===== config.mk =====
export PLATFORM = sky130hd
export DESIGN_NAME = two_way_sorted_merge
export DESIGN_NICKNAME = d
export VERILOG_FILES = /design/src/rtl/tsm_pkg.sv /design/src/rtl/tsm_list_ram.sv /design/src/rtl/two_way_sorted_merge.sv
export SDC_FILE = /design/constraint.sdc
export NUM_CORES = 2
export LEC_CHECK = 0
export BUFFER_PORTS_ARGS = -buffer_cell sky130_fd_sc_hd__buf_2
export CAP_MARGIN = 20
export CORE_ASPECT_RATIO = 2
export CORE_MARGIN = 2
export CORE_UTILIZATION = 34
export CTS_BUF_LIST = sky130_fd_sc_hd__clkbuf_8 sky130_fd_sc_hd__clkbuf_16
export DETAILED_ROUTE_END_ITERATION = 8
export GPL_TIMING_DRIVEN = 1
export PLACE_DENSITY_LB_ADDON = 0.2
export SLEW_MARGIN = 20
export SYNTH_ARGS = -nofsm -noshare
export SYNTH_HDL_FRONTEND = slang
export SYNTH_SLANG_ARGS = --single-unit

===== constraint.sdc =====
create_clock -name i_clk -period 5 [get_ports i_clk]
set_input_delay 0.5 -clock i_clk [delete_from_list [all_inputs] [get_ports i_clk]]
set_output_delay 0.5 -clock i_clk [all_outputs]
set_load 0.05 [all_outputs]

===== src/rtl/tsm_pkg.sv =====
`default_nettype none

package tsm_pkg;

    localparam int LIST_DEPTH = 32;
    localparam int IDX_W      = (LIST_DEPTH > 1) ? $clog2(LIST_DEPTH) : 1;
    localparam int CNT_W      = $clog2(LIST_DEPTH + 1);
    localparam int DATA_W     = 32;

    // Command codes carried on the action field
    typedef enum logic [1:0] {
        ACT_LOAD_A = 2'd0,
        ACT_LOAD_B = 2'd1,
        ACT_MERGE  = 2'd2,
        ACT_NONE   = 2'd3
    } t_action;

    typedef logic [IDX_W-1:0]         t_idx;
    typedef logic [CNT_W-1:0]         t_cnt;
    typedef logic signed [DATA_W-1:0] t_data;

endpackage

`default_nettype wire


===== src/rtl/tsm_list_ram.sv =====
`default_nettype none

module tsm_list_ram
    import tsm_pkg::*;
(
    input  wire        i_clk,
    input  wire        i_we,
    input  wire t_idx  i_waddr,
    input  wire t_data i_wdata,
    input  wire        i_re,
    input  wire t_idx  i_raddr,
    output t_data      o_rdata
);

    t_data r_mem [LIST_DEPTH];
    t_data r_rdata;

    // Write port
    always_ff @(posedge i_clk) begin
        if (i_we) begin
            r_mem[i_waddr] <= i_wdata;
        end
    end

    // Registered read; hold the last word while no read is issued
    always_ff @(posedge i_clk) begin
        if (i_re) begin
            r_rdata <= r_mem[i_raddr];
        end
    end

    assign o_rdata = r_rdata;

endmodule

`default_nettype wire


===== src/rtl/two_way_sorted_merge.sv =====
`default_nettype none

// A load leaves the block idle, so start is taken again in the next cycle.
// A merge of N held elements keeps busy high for its N beats: both list heads are
// read at the accepting edge, then one beat per cycle, set by the single read
// port of each list memory. A merge of two empty lists gives its beat next cycle.
// Results are strobed for one cycle; the receiver cannot stall them.
// Synchronous active-low reset clears counts, overflow flag and sequencer.
module two_way_sorted_merge
    import tsm_pkg::*;
(
    input  wire         i_clk,
    input  wire         i_rst_n,
    input  wire         start,
    output logic        busy,
    input  wire  [1:0]  i_action,
    input  wire  [31:0] i_value,
    output logic        o_strobe,
    output logic [31:0] o_merged_value,
    output logic        o_last,
    output logic        o_empty_res,
    output logic        o_dropped
);

    typedef enum logic [1:0] {
        S_IDLE = 2'b01,
        S_EMIT = 2'b10
    } t_state;

    t_state r_state, n_state;
    t_cnt   r_cnt_a, n_cnt_a, r_cnt_b, n_cnt_b;
    t_cnt   r_idx_a, n_idx_a, r_idx_b, n_idx_b;
    logic   r_ovf, n_ovf;

    logic   r_strobe, n_strobe;
    t_data  r_val, n_val;
    logic   r_last, n_last, r_empty, n_empty, r_drop, n_drop;

    logic   accept;
    logic   we_a, we_b, re_a, re_b;
    t_idx   raddr_a, raddr_b;
    t_data  rd_a, rd_b;
    logic   take_a;
    t_cnt   idx_a_inc, idx_b_inc;
    logic [CNT_W:0] done_cnt, total_cnt;

    assign busy   = (r_state != S_IDLE);
    assign accept = start && !busy;

    assign idx_a_inc = r_idx_a + t_cnt'(1);
    assign idx_b_inc = r_idx_b + t_cnt'(1);
    assign done_cnt  = {1'b0, r_idx_a} + {1'b0, r_idx_b} + {{CNT_W{1'b0}}, 1'b1};
    assign total_cnt = {1'b0, r_cnt_a} + {1'b0, r_cnt_b};

    // Pick the smaller head; A wins a tie
    always_comb begin
        if (r_idx_a >= r_cnt_a) begin
            take_a = 1'b0;
        end else if (r_idx_b >= r_cnt_b) begin
            take_a = 1'b1;
        end else begin
            take_a = (rd_a <= rd_b);
        end
    end

    // Memory port control
    always_comb begin
        we_a    = accept && (t_action'(i_action) == ACT_LOAD_A)
                  && (r_cnt_a < t_cnt'(LIST_DEPTH));
        we_b    = accept && (t_action'(i_action) == ACT_LOAD_B)
                  && (r_cnt_b < t_cnt'(LIST_DEPTH));
        re_a    = 1'b0;
        re_b    = 1'b0;
        raddr_a = '0;
        raddr_b = '0;
        if (accept && (t_action'(i_action) == ACT_MERGE)) begin
            re_a = 1'b1;
            re_b = 1'b1;
        end else if (r_state == S_EMIT) begin
            re_a    = take_a;
            re_b    = !take_a;
            raddr_a = idx_a_inc[IDX_W-1:0];
            raddr_b = idx_b_inc[IDX_W-1:0];
        end
    end

    // Sequencer, counts and result beat
    always_comb begin
        n_state  = r_state;
        n_cnt_a  = r_cnt_a;
        n_cnt_b  = r_cnt_b;
        n_idx_a  = r_idx_a;
        n_idx_b  = r_idx_b;
        n_ovf    = r_ovf;
        n_strobe = 1'b0;
        n_val    = r_val;
        n_last   = 1'b0;
        n_empty  = 1'b0;
        n_drop   = r_drop;
        case (r_state)
            S_IDLE: begin
                if (accept) begin
                    case (t_action'(i_action))
                        ACT_LOAD_A: begin
                            if (we_a) n_cnt_a = r_cnt_a + t_cnt'(1);
                            else      n_ovf   = 1'b1;
                        end
                        ACT_LOAD_B: begin
                            if (we_b) n_cnt_b = r_cnt_b + t_cnt'(1);
                            else      n_ovf   = 1'b1;
                        end
                        ACT_MERGE: begin
                            n_idx_a = '0;
                            n_idx_b = '0;
                            if (total_cnt == '0) begin
                                // Both lists empty: one flagged beat
                                n_strobe = 1'b1;
                                n_val    = '0;
                                n_last   = 1'b1;
                                n_empty  = 1'b1;
                                n_drop   = r_ovf;
                                n_ovf    = 1'b0;
                            end else begin
                                n_state = S_EMIT;
                            end
                        end
                        default: begin
                        end
                    endcase
                end
            end
            S_EMIT: begin
                n_strobe = 1'b1;
                n_drop   = r_ovf;
                if (take_a) begin
                    n_val   = rd_a;
                    n_idx_a = idx_a_inc;
                end else begin
                    n_val   = rd_b;
                    n_idx_b = idx_b_inc;
                end
                if (done_cnt == total_cnt) begin
                    n_last  = 1'b1;
                    n_cnt_a = '0;
                    n_cnt_b = '0;
                    n_ovf   = 1'b0;
                    n_state = S_IDLE;
                end
            end
            default: begin
                n_state = S_IDLE;
            end
        endcase
    end

    // Control registers
    always_ff @(posedge i_clk) begin
        if (!i_rst_n) begin
            r_state  <= S_IDLE;
            r_cnt_a  <= '0;
            r_cnt_b  <= '0;
            r_ovf    <= 1'b0;
            r_strobe <= 1'b0;
        end else begin
            r_state  <= n_state;
            r_cnt_a  <= n_cnt_a;
            r_cnt_b  <= n_cnt_b;
            r_ovf    <= n_ovf;
            r_strobe <= n_strobe;
        end
    end

    // Payload registers
    always_ff @(posedge i_clk) begin
        r_idx_a <= n_idx_a;
        r_idx_b <= n_idx_b;
        r_val   <= n_val;
        r_last  <= n_last;
        r_empty <= n_empty;
        r_drop  <= n_drop;
    end

    tsm_list_ram u_list_a (
        .i_clk   (i_clk),
        .i_we    (we_a),
        .i_waddr (r_cnt_a[IDX_W-1:0]),
        .i_wdata (t_data'(i_value)),
        .i_re    (re_a),
        .i_raddr (raddr_a),
        .o_rdata (rd_a)
    );

    tsm_list_ram u_list_b (
        .i_clk   (i_clk),
        .i_we    (we_b),
        .i_waddr (r_cnt_b[IDX_W-1:0]),
        .i_wdata (t_data'(i_value)),
        .i_re    (re_b),
        .i_raddr (raddr_b),
        .o_rdata (rd_b)
    );

    assign o_strobe       = r_strobe;
    assign o_merged_value = r_val;
    assign o_last         = r_strobe && r_last;
    assign o_empty_res    = r_strobe && r_empty;
    assign o_dropped      = r_strobe && r_drop;

    // Read pointers never run past the fill counts while emitting
    a_idx_bound: assert property (@(posedge i_clk) disable iff (!i_rst_n)
        (r_state == S_EMIT) |-> ((r_idx_a <= r_cnt_a) && (r_idx_b <= r_cnt_b)))
        else $error("merge pointer beyond list fill");

    // Every beat comes from the emit state or an empty merge command
    a_beat_src: assert property (@(posedge i_clk) disable iff (!i_rst_n)
        o_strobe |-> ($past(r_state == S_EMIT)
                      || ($past(accept) && $past(i_action) == ACT_MERGE)))
        else $error("result beat without a merge");

    // The final beat of a run leaves the block ready with cleared counts
    a_last_idle: assert property (@(posedge i_clk) disable iff (!i_rst_n)
        (o_strobe && o_last) |-> (!busy && r_cnt_a == '0 && r_cnt_b == '0 && !r_ovf))
        else $error("merge did not close cleanly");

    // An empty beat is single, last and zero
    a_empty_beat: assert property (@(posedge i_clk) disable iff (!i_rst_n)
        o_empty_res |-> (o_last && o_merged_value == '0))
        else $error("malformed empty result");

endmodule

`default_nettype wire


Word level (Yosys, flattened, before mapping)

Memories as Yosys holds them, arrays and structs flattened. A register that Yosys moved wholly into a read port is not among the register bits.
Index checks and enable logic that the tools add are counted.

Output and inout port bits: 37
Memories kept: 2
RAM bits: 2048
Logic and storage cells: 123
Bits of input ports: 37
Register bits: 63

Reduce and logical (&&, ||, !) cells: 21
Equal/unequal tests: 21
Mux-type cells: 56
Order comparisons: 5
Add/sub/neg operators: 7

Memories:

| name           | depth | width | read ports | clocked after memory_dff | write ports | RTL line           | text |
|---|---|---|---|---|---|---|---|
| u_list_a.r_mem | 32    | 32    | 1          | 1                        | 1           | tsm_list_ram.sv:15 | `t_data r_mem [LIST_DEPTH];` |
| u_list_b.r_mem | 32    | 32    | 1          | 1                        | 1           | tsm_list_ram.sv:15 |  |

Operators by type and width:

| kind                                                                    | count |
|---|---|
| 32-bit two-way mux                                                      | 4 |
| 6-bit two-way mux                                                       | 11 |
| 32-bit one-hot mux with 2 select lines                                  | 1 |
| 6-bit one-hot mux with 2 select lines                                   | 4 |
| 32-bit <= comparator                                                    | 1 |
| 6-bit by 1-bit adder with 6-bit output, second input constant           | 4 |
| 1-bit two-way mux                                                       | 22 |
| 5-bit two-way mux                                                       | 4 |
| 2-bit inequality test, second input constant                            | 8 |
| 4-bit AND reduction                                                     | 4 |
| 6-bit by 6-bit adder with 7-bit output                                  | 2 |
| 6-bit greater-or-equal comparator                                       | 2 |
| 6-bit less-than comparator, second input constant                       | 2 |
| 5-bit AND reduction                                                     | 2 |
| 1-bit logical AND                                                       | 9 |
| 3-bit inequality test, second input constant                            | 3 |
| 2-bit two-way mux                                                       | 4 |
| 2-bit by 1-bit inequality test with 1-bit output, second input constant | 4 |
| 1-bit one-hot mux with 2 select lines                                   | 4 |
| 7-bit by 1-bit adder with 7-bit output, second input constant           | 1 |
| 7-bit equality test                                                     | 1 |
| 7-bit logical NOT                                                       | 1 |
| 7-bit AND reduction                                                     | 1 |
| 2-bit by 1-bit equality test with 1-bit output, second input constant   | 2 |
| other kinds (7)                                                         | 9 |

Depth between registers and ports, before layout

Depth after elaboration: 9
Mapped depth: 12

Hierarchy

A second synthesis with hierarchy kept.

Cells, all modules: 5061
Area total of the unflattened synthesis: 86504.2 um^2

Modules (own cells, without submodules):

| module                   | times used | area an instance (um^2) | cells each | sequential area each (um^2) |
|---|---|---|---|---|
| tsm_list_ram at u_list_a | 1          | 40812.9                 | 2260       | 31710.4 |
| tsm_list_ram at u_list_b | 1          | 40805.4                 | 2260       | 31710.4 |
| two_way_sorted_merge     | 1          | 4885.9                  | 541        | 1711.6 |

Worst setup path after synthesis

Ideal clock, no wire load.

Path type: flip-flop to flip-flop
From: reg u_list_a.r_rdata[13], in the netlist u_list_a.o_rdata[13], read port of u_list_a.r_mem
To: reg u_list_b.r_rdata[0], in the netlist u_list_b.o_rdata[0], read port of u_list_b.r_mem (enable)
Required time: 4.575 ns
Stages on the path, launching flop included: 12
Path buffers: 2
Path slack: 0.791 ns
Data arrival time: 3.783 ns
Library setup time: 0.425 ns
Cells stage by stage: edfxtp_1 ha_1 a21o_1 a21oi_1 o221ai_1 o32a_1 mux2i_1 a2111oi_0 a2111oi_0 buf_2 buf_6 o21ai_1

Cells in the longest elaborated chain, start to end: 6

Ends and longest elaborated chain:

| element              | RTL line                   | text |
|---|---|---|
| from (decl)          | tsm_list_ram.sv:16         | `t_data r_rdata;` |
| 32-bit <= comparator | two_way_sorted_merge.sv:62 | `take_a = (rd_a <= rd_b);` |
| 1-bit two-way mux    | two_way_sorted_merge.sv:59 | `end else if (r_idx_b >= r_cnt_b) begin` |
| 1-bit two-way mux    | two_way_sorted_merge.sv:57 | `if (r_idx_a >= r_cnt_a) begin` |
| 1-bit logical NOT    | two_way_sorted_merge.sv:81 | `re_b = !take_a;` |
| 1-bit two-way mux    | two_way_sorted_merge.sv:79 | `end else if (r_state == S_EMIT) begin` |
| 1-bit two-way mux    | two_way_sorted_merge.sv:76 | `if (accept && (t_action'(i_action) == ACT_MERGE)) begin` |
| named net re_b       | two_way_sorted_merge.sv:40 | `logic we_a, we_b, re_a, re_b;` |
| to (decl)            | tsm_list_ram.sv:16         |  |

The timed path passes the listed nets, and every way through them passes these cells.
A chain may end at the register's enable or synchronous reset.

Worst setup path after layout

From: reg r_cnt_b[0]
To: reg r_val[8], in the netlist o_merged_value[8] (enable)

Cells in the longest elaborated chain, start to end: 4

Ends and longest elaborated chain:

| element                                | RTL line                    | text |
|---|---|---|
| from (decl)                            | two_way_sorted_merge.sv:31  | `t_cnt r_cnt_a, n_cnt_a, r_cnt_b, n_cnt_b;` |
| from (signal assigned)                 | two_way_sorted_merge.sv:167 | `r_cnt_b <= n_cnt_b;` |
| 6-bit by 6-bit adder with 7-bit output | two_way_sorted_merge.sv:53  | `assign total_cnt = {1'b0, r_cnt_a} + {1'b0, r_cnt_b};` |
| 7-bit logical NOT                      | two_way_sorted_merge.sv:115 | `if (total_cnt == '0) begin` |
| 2-bit inequality test (no source line) | --                          |  |
| 4-bit AND reduction (no source line)   | --                          |  |
| to (signal assigned)                   | two_way_sorted_merge.sv:177 | `r_val <= n_val;` |
| to (decl)                              | two_way_sorted_merge.sv:36  | `t_data r_val, n_val;` |

Every way passes these cells.

==> impl_metrics.csv <==
group,metric,value,unit
placement,dp_cells,9244,
power,power_switching,0.00735,W
setup_path,crit_fanout,33,
clocking,cts_hold_buf,0,
logic_synthesis,avgSynthCellArea,14.9,um^2
global_route,grtUsageMet2,38.7,%
power,peakVddDrop,291,uV
timing,worst_hold_slack,0.0725,ns
clocking,postCtsSetupBuffers,0,
die,start_util,34.1,%
setup_path,r2r_slack,0.87,ns
setup_path,rr_worst_depth,10,
logic_synthesis,synth_area,0.0888,mm^2
logic_synthesis,yosysMostFrequentCell,"edfxtp_1",
setup_path,path_cells,"ha_1, fa_1, a211oi_1, nor2_1, xor2_1, or4_1, nor4_1, nand2_1, o21ai_4, buf_4",
cells_and_area,fill_cells,24000,
detailed_routing,drt-pass1-iter-count,8,
power,p_seq_share,56.8,%
setup_path,rr_endpoint,"o_merged_value[8]$_SDFFCE_PN0P_",
power,combPwrFrac,2.2,%
power,cellLeakagePower,32.0,nW
placement,hpwl,163000,um
power,clkPwrFrac,41.0,%
detailed_routing,detail-route-antenna-nets,0,
clocking,numCtsBuffers,193,
timing,finalHoldViolCount,0,
detailed_routing,routed_wl,271000,um
logic_synthesis,syn_nets,6059,
logic_synthesis,yosysTopAreaCell,"edfxtp_1",
logic_synthesis,ys_seq_area_share,73.3,%
global_route,grt_pass1_vias,52800,
setup_path,setup.worst_path.end_class,"flop",
setup_path,required,5.48,ns
timing,grt_setup_unrepaired,"no",
timing,skew,0.0433,ns
cells_and_area,area_delta_synth_final,13.2,%
placement,numPortBuffers,73,
placement,placed_cell_area,0.0946,mm^2
detailed_routing,vias,52400,
logic_synthesis,ys_types,59,
timing,tns,0,ns
cells_and_area,fin_area,0.101,mm^2
die,die_w,365,um
timing,slew_violations,0,
detailed_routing,wl_per_cell,28.3,um
clocking,clock-sinks,2175,
timing,max_clock_freq,242,MHz
detailed_routing,drc,0,
logic_synthesis,synth.area.top_cells,"edfxtp_1 73%, or3_1 3.6%, mux4_2 3.2%, nand2_1 2.6%, o21ai_0 2.4%",
logic_synthesis,syn_inst,5952,
logic_synthesis,ys_ff_latch,2175,
global_route,grt_use_met1,22.6,%
placement,gp_congestion,0.811,
global_route,grt_max_degree,135,
clocking,cts_root_buffer,"clkbuf_16",
timing,timing.slew.headroom,26.5,%
cells_and_area,multi_input_area,0.0222,mm^2
global_route,grt_overflow_total,0,
logic_synthesis,ys_top_cells_by_count,"2157 x edfxtp_1, 619 x nand2_1, 514 x or3_1",
clocking,htree_levels,4,
run_status,status,"finished, final reports clean",
global_route,grt_pass1_wl,388000,um
hold_path,hp-class,"input pin to flop",
setup_path,timing.rr.start,"r_cnt_b[0]$_SDFFE_PN0P_",
power,swShare,20.8,%
power,p_per_area,352,mW/mm^2
timing,worst_pin_slew,1.10,ns
detailed_routing,drtIter0Drc,4186,
logic_synthesis,yosys_warnings,0,
setup_path,critPathKind,"flop to flop",
setup_path,slowest_delay,0.52,ns
flow_run,max-cap-violations,0,
cells_and_area,drive_gt1_share,13.6,%
setup_path,cp-start-kind,"flop",
die,ios,74,
timing,setup_viol,0,
global_route,antenna_found_initial,12,
power,p_int,0.0280,W
logic_synthesis,synth_edf_count,2157,
detailed_routing,vias_per_cell,5.47,
die,rows,265,
die,die_area,0.266,mm^2
global_route,top_usage_layer,"met2",
setup_path,crit_arrival,4.61,ns
clocking,cts_buffer_depth,4,
logic_synthesis,async_flop_share,0,%
clocking,clk_pin_slew,0.07,ns
cells_and_area,seq_area,0.0651,mm^2
timing,layout_min_cycle_time,4.13,ns
global_route,grt_use_met3,2.20,%
setup_path,endpoint,"o_merged_value[8]$_SDFFCE_PN0P_",
power,total_power,0.0354,W
cells_and_area,nets,6075,
cells_and_area,stdcell_count,9581,
setup_path,crit_path_start,"r_cnt_b[0]$_SDFFE_PN0P_",
setup_path,worst_path_max_delay_cell,"nor4_1",
logic_synthesis,synth_flop_cell,"edfxtp_1",
clocking,ctsResizeCount,0,
global_route,grt_usage,20.1,%
clocking,cts_tree,"yes",
clocking,clock_latency,0.86,ns
die,die_y,727,um
die,core_area,0.260,mm^2
logic_synthesis,synth_top_area_share,72.9,%
timing,post-route-period-util,82.5,%
## per-stage QoR
stage                     setup WS, ns  util, %
after floorplan                  0.791        -
after global placement           0.832     36.4
after detailed placement         0.783     36.4
after CTS                        0.778     38.6
after global routing             0.693     38.6
final                            0.873     38.6
## logic make-up (layout without fill, tap and decap cells)
| group | after synthesis | count (layout) | synth area share, % |
|---|---|---|---|
| adders and majority gates | 70 | 70 | 1.00 |
| buffers and inverters | 531 | 681 | 2.39 |
| DFF | 2175 | 2175 | 73.3 |
| and+or+nand+nor | 1560 | 1560 | 8.94 |
| AOI/OAI and AO/OA | 1364 | 1364 | 9.63 |
| other | 0 | 8 | 0 |
| xor gates and xnor gates | 26 | 26 | 0.256 |
| muxes | 226 | 226 | 4.44 |
## final cells by class
type                       count  area share (%)
sequential                  2175            64.8
multi-input combinational   3246            22.1
clock buffer                 200            4.95
tap                         3471            4.32
timing repair buffer         293            2.69
clock inverter               129           0.893
inverter                      59           0.235
antenna                        8          0.0199
## state kept, by name, indices dropped and copies added (netlist names)
| name | cells |
|---|---|
| r_state | 2 |
| u_list_a.r_mem | 1024 |
| r_ovf | 1 |
| r_last | 1 |
| r_drop | 1 |
| r_cnt_b | 6 |
| o_merged_value | 32 |
| r_cnt_a | 6 |
| r_idx_b | 6 |
| u_list_b.o_rdata | 32 |
| r_idx_a | 6 |
| u_list_b.r_mem | 1024 |
| o_strobe | 1 |
| u_list_a.o_rdata | 32 |
| r_empty | 1 |
## worst min path at each step
stage | from | to | slack (ns) | cells past startpoint
4_1_cts | i_rst_n | r_cnt_a[4]$_SDFFE_PN0P_ | 0.002 | 3
6_report | i_rst_n | r_cnt_a[4]$_SDFFE_PN0P_ | 0.07 | 3
2_1_floorplan | r_ovf$_SDFFE_PN0P_ | r_drop$_DFFE_PP_ | 0.40 | 0
3_5_place_dp | r_ovf$_SDFFE_PN0P_ | r_drop$_DFFE_PP_ | 0.42 | 0
3_3_place_gp | r_ovf$_SDFFE_PN0P_ | r_drop$_DFFE_PP_ | 0.41 | 0
5_1_grt | i_rst_n | r_cnt_b[0]$_SDFFE_PN0P_ | 0.07 | 2
## power by group through the flow
stage | Clock, W | Combinational, W | Sequential, W
after floorplan | 0 | 0.000235 | 0.0205
after global placement | 0 | 0.000788 | 0.0205
after detailed placement | 0 | 0.000797 | 0.0205
after CTS | 0.0148 | 0.000799 | 0.0201
after global routing | 0.0153 | 0.000837 | 0.0201
final | 0.0145 | 0.000783 | 0.0201
## cells in the final DEF (no fill, tap or decap), types with 64 or more instances in the layout
cell type / instances
a211oi_1: 263
nand2_1: 610
o211ai_1: 258
o21ai_1: 104
or3_1: 514
inv_1: 91
o21ai_0: 423
and3_1: 257
nor2_4: 66
buf_4: 170
edfxtp_1: 2157
ha_1: 67
buf_2: 69
mux4_2: 128
mux2_2: 64
a31oi_1: 258
clkbuf_16: 197
## worst max-delay path: cells and delay by family, from the launching register on
family	cells	cell delay (ns)
fa+ha+maj	2	0.68
flops	1	0.43
xor+xnor	1	0.19
simple gates	4	1.39
compound gates	2	0.49
buf+inv	1	0.46
## routing by layer
metal  part of all wire, %  vias to the layer above
met5                0.0085                        -
met4                   3.5                        4
met3                   3.9                      410
met2                    56                     1297
met1                    37                    27400
li1                      -                    23300
(Power assumes the default switching activity.)
